**src/design/setup_message_field_parser_defines.svh**
```systemverilog
// assertion macros for the setup message field parser
// used by the files that carry concurrent assertions; expects clock and reset in scope
`ifndef SETUP_MESSAGE_FIELD_PARSER_DEFINES_SVH
`define SETUP_MESSAGE_FIELD_PARSER_DEFINES_SVH

// same-cycle implication
`define SMFP_ASSERT_NOW(label, cond, conseq, msg) \
   label: assert property (@(posedge clock) disable iff (reset) (cond) |-> (conseq)) \
      else $error(msg);

// next-cycle implication
`define SMFP_ASSERT_NEXT(label, cond, conseq, msg) \
   label: assert property (@(posedge clock) disable iff (reset) (cond) |=> (conseq)) \
      else $error(msg);

`endif

```
**src/design/smfp_pkg.sv**
```systemverilog
// types, constants and pair placement function for the setup message field parser
// no dependencies
package smfp_pkg;

   localparam int PairCount    = 9;
   localparam int PosWidth     = 6;
   localparam int PairWidth    = 7;
   localparam int SlotWidth    = $clog2(PairCount);

   localparam logic [PosWidth-1:0]  PosMax       = 6'd63;
   localparam logic [PosWidth-1:0]  SetupMinLen  = 6'd28;
   localparam logic [PosWidth-1:0]  TimeMinLen   = 6'd5;
   localparam int                   SetupFirstPos = 2;
   localparam int                   PairStride    = 3;

   localparam logic KindSetup = 1'b0;
   localparam logic KindTime  = 1'b1;

   localparam logic [6:0] DefYear     = 7'd24;
   localparam logic [3:0] DefMonth    = 4'd1;
   localparam logic [4:0] DefDay      = 5'd1;
   localparam logic [5:0] DefPoll     = 6'd10;
   localparam logic [6:0] DefLow      = 7'd20;
   localparam logic [6:0] DefMid      = 7'd30;
   localparam logic [6:0] DefHigh     = 7'd40;
   localparam logic [6:0] LevelStep   = 7'd5;
   localparam logic [6:0] MaxMonth    = 7'd12;
   localparam logic [6:0] MaxDay      = 7'd31;
   localparam logic [6:0] MaxHour     = 7'd23;
   localparam logic [6:0] MaxMinute   = 7'd59;
   localparam logic [6:0] MaxPoll     = 7'd60;

   localparam logic [7:0] CharNul     = 8'h00;
   localparam logic [7:0] CharZero    = 8'h30;
   localparam logic [7:0] CharNine    = 8'h39;

   typedef struct packed {
      logic       message_kind;
      logic [7:0] char_in;
      logic       last_char;
   } req_type;

   typedef struct packed {
      logic [6:0] year_out;
      logic [3:0] month_out;
      logic [4:0] day_out;
      logic [4:0] hour_out;
      logic [5:0] minute_out;
      logic [5:0] poll_rate_out;
      logic [6:0] low_level_out;
      logic [6:0] mid_level_out;
      logic [6:0] high_level_out;
      logic       used_defaults;
   } rsp_type;

   typedef logic [PairCount-1:0][PairWidth-1:0] pair_array_type;

   typedef enum logic [1:0] {
      ROLE_NONE   = 2'd0,
      ROLE_FIRST  = 2'd1,
      ROLE_SECOND = 2'd2
   } role_type;

   typedef struct packed {
      role_type             role;
      logic [SlotWidth-1:0] slot;
   } locate_type;

   // where a character position falls within the digit pairs
   function automatic locate_type pair_locate(input logic kind, input logic [PosWidth-1:0] pos);
      locate_type loc;
      loc.role = ROLE_NONE;
      loc.slot = '0;
      if (kind == KindSetup) begin
         for (int s = 0; s < PairCount; s++) begin
            if (pos == PosWidth'(SetupFirstPos + PairStride * s)) begin
               loc.role = ROLE_FIRST;
               loc.slot = SlotWidth'(s);
            end
            if (pos == PosWidth'(SetupFirstPos + PairStride * s + 1)) begin
               loc.role = ROLE_SECOND;
               loc.slot = SlotWidth'(s);
            end
         end
      end else begin
         if (pos == PosWidth'(0)) begin
            loc.role = ROLE_FIRST;
         end else if (pos == PosWidth'(1)) begin
            loc.role = ROLE_SECOND;
         end else if (pos == PosWidth'(3)) begin
            loc.role = ROLE_FIRST;
            loc.slot = SlotWidth'(1);
         end else if (pos == PosWidth'(4)) begin
            loc.role = ROLE_SECOND;
            loc.slot = SlotWidth'(1);
         end
      end
      return loc;
   endfunction

endpackage

```
**src/design/smfp_track.sv**
```systemverilog
// per-message state: length counter, terminator flag, pending first digit and decoded pairs
// depends on smfp_pkg
module smfp_track (
   input  logic                   clock,
   input  logic                   reset,
   input  logic                   step,
   input  smfp_pkg::req_type      item,
   output logic [5:0]             pos_upd,
   output smfp_pkg::pair_array_type pairs_upd
);
   import smfp_pkg::*;

   logic [PosWidth-1:0] pos_ff;
   logic                seen_ff;
   logic [3:0]          fd_ff;
   logic                fdok_ff;
   pair_array_type      pairs_ff;

   logic                seen_upd;
   logic [3:0]          fd_upd;
   logic                fdok_upd;
   logic                digit;
   logic [3:0]          digit_val;
   locate_type          loc;
   logic [PairWidth-1:0] pair_val;

   always_comb begin
      digit     = (item.char_in >= CharZero) && (item.char_in <= CharNine);
      digit_val = item.char_in[3:0];
      loc       = pair_locate(item.message_kind, pos_ff);
      pair_val  = {fd_ff, 3'b000} + {2'b00, fd_ff, 1'b0} + {3'b000, digit_val};
      pos_upd   = pos_ff;
      seen_upd  = seen_ff;
      fd_upd    = fd_ff;
      fdok_upd  = fdok_ff;
      pairs_upd = pairs_ff;
      if (!seen_ff) begin
         if (item.char_in == CharNul) begin
            seen_upd = 1'b1;
         end else begin
            unique case (loc.role)
               ROLE_FIRST: begin
                  fd_upd   = digit ? digit_val : 4'd0;
                  fdok_upd = digit;
               end
               ROLE_SECOND: begin
                  pairs_upd[loc.slot] = (fdok_ff && digit) ? pair_val : '0;
               end
               default: begin
               end
            endcase
            if (pos_ff != PosMax) begin
               pos_upd = pos_ff + 6'd1;
            end
         end
      end
   end

   always_ff @(posedge clock) begin
      if (reset) begin
         pos_ff   <= '0;
         seen_ff  <= 1'b0;
         fd_ff    <= '0;
         fdok_ff  <= 1'b0;
         pairs_ff <= '0;
      end else if (step) begin
         if (item.last_char) begin
            pos_ff   <= '0;
            seen_ff  <= 1'b0;
            fd_ff    <= '0;
            fdok_ff  <= 1'b0;
            pairs_ff <= '0;
         end else begin
            pos_ff   <= pos_upd;
            seen_ff  <= seen_upd;
            fd_ff    <= fd_upd;
            fdok_ff  <= fdok_upd;
            pairs_ff <= pairs_upd;
         end
      end
   end

endmodule

```
**src/design/smfp_decode.sv**
```systemverilog
// range checks, threshold ordering and default selection for one finished message
// depends on smfp_pkg
module smfp_decode (
   input  logic                     kind,
   input  logic [5:0]               pos,
   input  smfp_pkg::pair_array_type pairs,
   output smfp_pkg::rsp_type        result
);
   import smfp_pkg::*;

   logic [6:0] month;
   logic [6:0] day;
   logic [6:0] hour;
   logic [6:0] minute;
   logic [6:0] poll;
   logic [6:0] low;
   logic [6:0] mid;
   logic [6:0] high;
   logic [6:0] mid_fix;
   logic [6:0] high_fix;

   always_comb begin
      month   = (pairs[1] == '0 || pairs[1] > MaxMonth) ? 7'd1 : pairs[1];
      day     = (pairs[2] == '0 || pairs[2] > MaxDay) ? 7'd1 : pairs[2];
      hour    = (kind == KindTime) ? pairs[0] : pairs[3];
      minute  = (kind == KindTime) ? pairs[1] : pairs[4];
      hour    = (hour > MaxHour) ? 7'd0 : hour;
      minute  = (minute > MaxMinute) ? 7'd0 : minute;
      poll    = (pairs[5] == '0 || pairs[5] > MaxPoll) ? 7'd10 : pairs[5];
      low     = pairs[6];
      mid     = pairs[7];
      high    = pairs[8];
      mid_fix  = (low >= mid) ? low + LevelStep : mid;
      high_fix = (mid_fix >= high) ? mid_fix + LevelStep : high;

      result = '0;
      if (kind == KindSetup) begin
         if (pos < SetupMinLen) begin
            result.year_out       = DefYear;
            result.month_out      = DefMonth;
            result.day_out        = DefDay;
            result.poll_rate_out  = DefPoll;
            result.low_level_out  = DefLow;
            result.mid_level_out  = DefMid;
            result.high_level_out = DefHigh;
            result.used_defaults  = 1'b1;
         end else begin
            result.year_out       = pairs[0];
            result.month_out      = month[3:0];
            result.day_out        = day[4:0];
            result.hour_out       = hour[4:0];
            result.minute_out     = minute[5:0];
            result.poll_rate_out  = poll[5:0];
            result.low_level_out  = low;
            result.mid_level_out  = mid_fix;
            result.high_level_out = high_fix;
         end
      end else begin
         if (pos < TimeMinLen) begin
            result.used_defaults = 1'b1;
         end else begin
            result.hour_out   = hour[4:0];
            result.minute_out = minute[5:0];
         end
      end
   end

endmodule

```
**src/design/setup_message_field_parser.sv**
```systemverilog
// top level of the setup message field parser: input register, message state, result register
// depends on smfp_pkg, smfp_track, smfp_decode and setup_message_field_parser_defines.svh
//
//   channel  | direction | ports                              | payload
//   req      | in        | req_valid, req_stall, req_data     | one character, kind, last marker
//   rsp      | out       | rsp_valid, rsp_stall, rsp_data     | decoded fields of one message
//
// one character per cycle unless a last character waits on a stalled result register
// the state update and field checks sit between the input register and the result register
// reset clears the message state and both valid flags, no clearing pass
// a stalled result holds only characters marked last; others keep flowing
`include "setup_message_field_parser_defines.svh"

module setup_message_field_parser (
   input  logic              clock,
   input  logic              reset,
   input  logic              req_valid,
   output logic              req_stall,
   input  smfp_pkg::req_type req_data,
   output logic              rsp_valid,
   input  logic              rsp_stall,
   output smfp_pkg::rsp_type rsp_data
);
   import smfp_pkg::*;

   logic           s1_valid_ff;
   logic           s1_valid_in;
   req_type        s1_item_ff;
   logic           rsp_valid_ff;
   logic           rsp_valid_in;
   rsp_type        rsp_data_ff;

   logic           out_free;
   logic           s1_go;
   logic           accept;
   logic           emit;
   logic [5:0]     pos_upd;
   pair_array_type pairs_upd;
   rsp_type        result;

   logic           setup_rsp;
   logic           levels_ordered;
   logic           date_ok;

   assign out_free  = !rsp_valid_ff || !rsp_stall;
   assign s1_go     = s1_valid_ff && (!s1_item_ff.last_char || out_free);
   assign emit      = s1_go && s1_item_ff.last_char;
   assign req_stall = s1_valid_ff && !s1_go;
   assign accept    = req_valid && !req_stall;

   always_comb begin
      s1_valid_in = s1_valid_ff;
      if (accept) begin
         s1_valid_in = 1'b1;
      end else if (s1_go) begin
         s1_valid_in = 1'b0;
      end
      rsp_valid_in = rsp_valid_ff;
      if (emit) begin
         rsp_valid_in = 1'b1;
      end else if (!rsp_stall) begin
         rsp_valid_in = 1'b0;
      end
   end

   smfp_track u_track (
      .clock     (clock),
      .reset     (reset),
      .step      (s1_go),
      .item      (s1_item_ff),
      .pos_upd   (pos_upd),
      .pairs_upd (pairs_upd)
   );

   smfp_decode u_decode (
      .kind   (s1_item_ff.message_kind),
      .pos    (pos_upd),
      .pairs  (pairs_upd),
      .result (result)
   );

   always_ff @(posedge clock) begin
      if (reset) begin
         s1_valid_ff  <= 1'b0;
         rsp_valid_ff <= 1'b0;
      end else begin
         s1_valid_ff  <= s1_valid_in;
         rsp_valid_ff <= rsp_valid_in;
      end
   end

   always_ff @(posedge clock) begin
      if (accept) begin
         s1_item_ff <= req_data;
      end
      if (emit) begin
         rsp_data_ff <= result;
      end
   end

   assign rsp_valid = rsp_valid_ff;
   assign rsp_data  = rsp_data_ff;

   assign setup_rsp      = rsp_valid && rsp_data.poll_rate_out != 6'd0;
   assign levels_ordered = rsp_data.mid_level_out > rsp_data.low_level_out &&
                           rsp_data.high_level_out > rsp_data.mid_level_out;
   assign date_ok        = rsp_data.month_out != 4'd0 && rsp_data.month_out <= 4'd12 &&
                           rsp_data.day_out != 5'd0;

   `SMFP_ASSERT_NOW(a_no_overwrite, emit, out_free, "result register overwritten while stalled")
   `SMFP_ASSERT_NEXT(a_stage_hold, req_stall, s1_valid_ff && $stable(s1_item_ff), "held character lost")
   `SMFP_ASSERT_NOW(a_level_order, setup_rsp, levels_ordered, "thresholds out of order")
   `SMFP_ASSERT_NOW(a_date_range, setup_rsp, date_ok, "date field out of range")

endmodule
```
**config.mk**
```make
export PLATFORM = sky130hd
export DESIGN_NAME = setup_message_field_parser
export DESIGN_NICKNAME = d
export VERILOG_FILES = /design/src/design/smfp_pkg.sv /design/src/design/smfp_track.sv /design/src/design/smfp_decode.sv /design/src/design/setup_message_field_parser.sv
export VERILOG_INCLUDE_DIRS = /design/src /design/src/design
export SDC_FILE = /design/constraint.sdc
export NUM_CORES = 1
export LEC_CHECK = 0
export BUFFER_PORTS_ARGS = -buffer_cell sky130_fd_sc_hd__buf_2
export CORE_ASPECT_RATIO = 0.75
export CORE_UTILIZATION = 45
export CTS_BUF_LIST = sky130_fd_sc_hd__clkbuf_8
export CTS_CLUSTER_DIAMETER = 200
export CTS_CLUSTER_SIZE = 16
export DETAILED_ROUTE_END_ITERATION = 7
export HOLD_SLACK_MARGIN = 0.15
export PLACE_DENSITY_LB_ADDON = 0.05
export SYNTH_ARGS = -nofsm -noshare
export SYNTH_HDL_FRONTEND = slang
export SYNTH_SLANG_ARGS = --single-unit
```
**constraint.sdc**
```tcl
create_clock -name clock -period 11.3 [get_ports clock]
set_clock_uncertainty 0.2 [all_clocks]
set_input_delay 3.39 -clock clock [delete_from_list [all_inputs] [get_ports clock]]
set_output_delay 3.39 -clock clock [all_outputs]
set_load 0.03 [all_outputs]
```
==> reports/summary.txt <==
Top cell type's share of synthesized area: 0.2481
Post-CTS Setup Inserts: 0
Biggest area consumer among synthesized cells: edfxtp_1
Worst Path Arrival: 3.91 ns
RSZ-0062 raised after global routing: false
Peak supply drop: 0.08344 mV
Number of flops mapped to enable cells by yosys: 65
Yosys reg bits: 142
Status: finished clean
CTS tree: built
Hold Crit Class: flop to flop
Routing usage on met1: 0.3460
Num rows: 41
Total track usage: 0.2489
Post-CTS Hold Fix Bufs: 0
# setup viols final: 0
Part of the power in combinational logic: 0.047
Port Buffers: 70
Top_reg_cell synth: dfxtp_1
Min Hold Slack: 0.2875 ns
Most frequent cell after synthesis: nor2_1
Post-route ant nets: 0
Die Ht: 116.5 µm
GR peak layer: met2
GR Util met3: 0.06419
Fin crit share: 0.6633
Clock root buffer: clkbuf_8
Async set-reset flop share out of synthesis: 0
H-tree depth: 4
Filler Cell Count: 1572
NetSw: 0.2695 mW
Final #Nets: 948
Tmin final: 7.496 ns
F_max: 133.4 MHz
Slew Limit Fails: 0
Core ar.: 0.01698 mm²
Post-synthesis cell count: 860
CP Capture Type: output port
Worst-Margin Slew: 1.075 ns
Seq/Total Area, Yosys: 0.4439
Total number of vias: 6781
Grt ovf: 0
Syn avg cell area: 9.150 µm²
FF-to-FF Start: u_track.pos_ff[0]$_SDFFE_PP0P_
Crit path launch: rsp_stall
Critical path class: input pin to output port
Boundary Pins: 71
Reg power frac: 0.540
Initial core utilization: 0.4634
Max FO, Critical Path: 3
Largest net degree at the start of global routing: 78
Cell variety after synth: 75
Leak Pwr: 3.250 nW
Met2 Usage GRT: 0.3692
Worst path required time: 7.71 ns
Register area: 0.003493 mm²
CTS buffer count: 17
Top cells by area, synth: edfxtp_1, dfxtp_1, nor2_1
Post-DP HPWL: 15.07 mm
Hold Startpoint: u_track.fdok_ff$_SDFFE_PP0P_
Hold Vio Cnt, Final: 0
Detail-routed via count per cell: 5.871
Gates resized, CTS repair: 0
Die footprint: 0.01802 mm²
Clock net sink count: 142
Initial antenna violation count: 0
Total power: 1.011 mW
Power per Cell Area: 115.1 mW/mm²
Area Growth Syn to Fin: 11.61%
GPL Wtd Cong: 0.8893
Total Neg Setup Slack: 0 ns
Clock Tree Buf Depth: 2
1st-iter DRT viols: 605
First-pass GRT wire length: 34.02 mm
Total of max-cap violations: 0
Post-synth top cells: nor2_1, dfxtp_1, edfxtp_1
Internal power: 0.7413 mW
Vias in the first global route: 6108
Post-Route WL: 21.86 mm
Netlist Area Pre-Place: 0.007869 mm²
Clock share of power: 0.413
TritonRoute pass-1 iters: 6
Clock latency on the worst-skew pair: 0.46 ns
Routed len/inst: 18.92 µm
Switch share: 0.2666
Ant diodes: 0
Synthesized net count: 902
Rel. slew slack: 0.2787
CP startpoint kind: input pin
Die X: 154.7 µm
Ys Warns: 0
DRC errors left: 0
Worst-path clk slew: 0.08 ns
Multi-input gate area: 0.004015 mm²
Layout cell share with drive strength beyond 1: 0.1534
## final cells by class
class	count	area share
clock buffers	18	0.02821
clock inverters	14	0.01724
inverters	35	0.01496
multi-input cells	627	0.4572
flip-flops and latches	142	0.3978
well taps	236	0.03362
repair buffers	83	0.05100
## path summary, 6_finish.rpt
path / end / slack, ns / cells past startpoint
setup reg to reg: rsp_data[5]$_SDFFCE_PP0P_ / 3.82 / 26
hold reg to reg: u_track.fdok_ff$_SDFFE_PP0P_ / 0.29 / 2
setup / recovery: req_stall / 3.80 / 4
hold / removal: u_track.fdok_ff$_SDFFE_PP0P_ / 0.29 / 2
## metrics by stage
stage	setup WS, ns	utilization	std cells	cell area, µm²
after floorplan	3.976	-	860	7869
after global placement	3.802	0.4937	1123	8383
after detailed placement	3.800	0.4937	1123	8383
after CTS	3.794	0.5172	1155	8782
after global routing	3.191	0.5172	1155	8782
final	3.804	0.5172	1155	8782
## kinds of logic after synthesis
logic type | synth area share
fa+ha+maj | 0.04643
xor+xnor | 0.01447
simple gates | 0.1988
mux | 0.05820
compound gates | 0.1911
flops | 0.4439
buf+inv | 0.04707
## registers in the layout, indices dropped and copies added (netlist names)
signal	count
u_track.fd_ff	4
s1_item_ff	10
u_track.pos_ff	6
rsp_valid	1
u_track.pairs_ff	63
u_track.fdok_ff	1
rsp_data	55
s1_valid_ff	1
u_track.seen_ff	1
## layer usage
metal / routed length (µm) / share of wire
met1: 10310 / 0.47
met2: 9317 / 0.43
met3: 1657 / 0.076
met4: 572 / 0.026
met5: 0 / 0
## power by group through the flow
stage	sequential (mW)	combinational (mW)	clock, mW
2_1_floorplan	0.563	0.0268	0
3_3_place_gp	0.557	0.0465	0
3_5_place_dp	0.558	0.0476	0
4_1_cts	0.546	0.0476	0.424
5_1_grt	0.547	0.0517	0.448
6_report	0.546	0.0477	0.417
## cells in the final DEF, fill, tap and decap left out, types with 10 or more instances in the layout
master and count:
o21ai_0 29, clkbuf_8 18, nor3_1 11, buf_2 70, nor4_1 11, ha_1 26
nand3_1 13, dfxtp_1 77, a22oi_1 57, nand2_1 53, a21oi_1 55, edfxtp_1 65
mux2_2 10, nor2_1 152, inv_1 35, nor2b_1 10, mux2i_1 33, buf_4 13
## worst max-delay path: stages
cell and delay, ns:
buf_2 0.10, nand4_1 0.11, inv_1 0.11, buf_2 0.20
No activity file was read; power rests on OpenSTA's default activity.
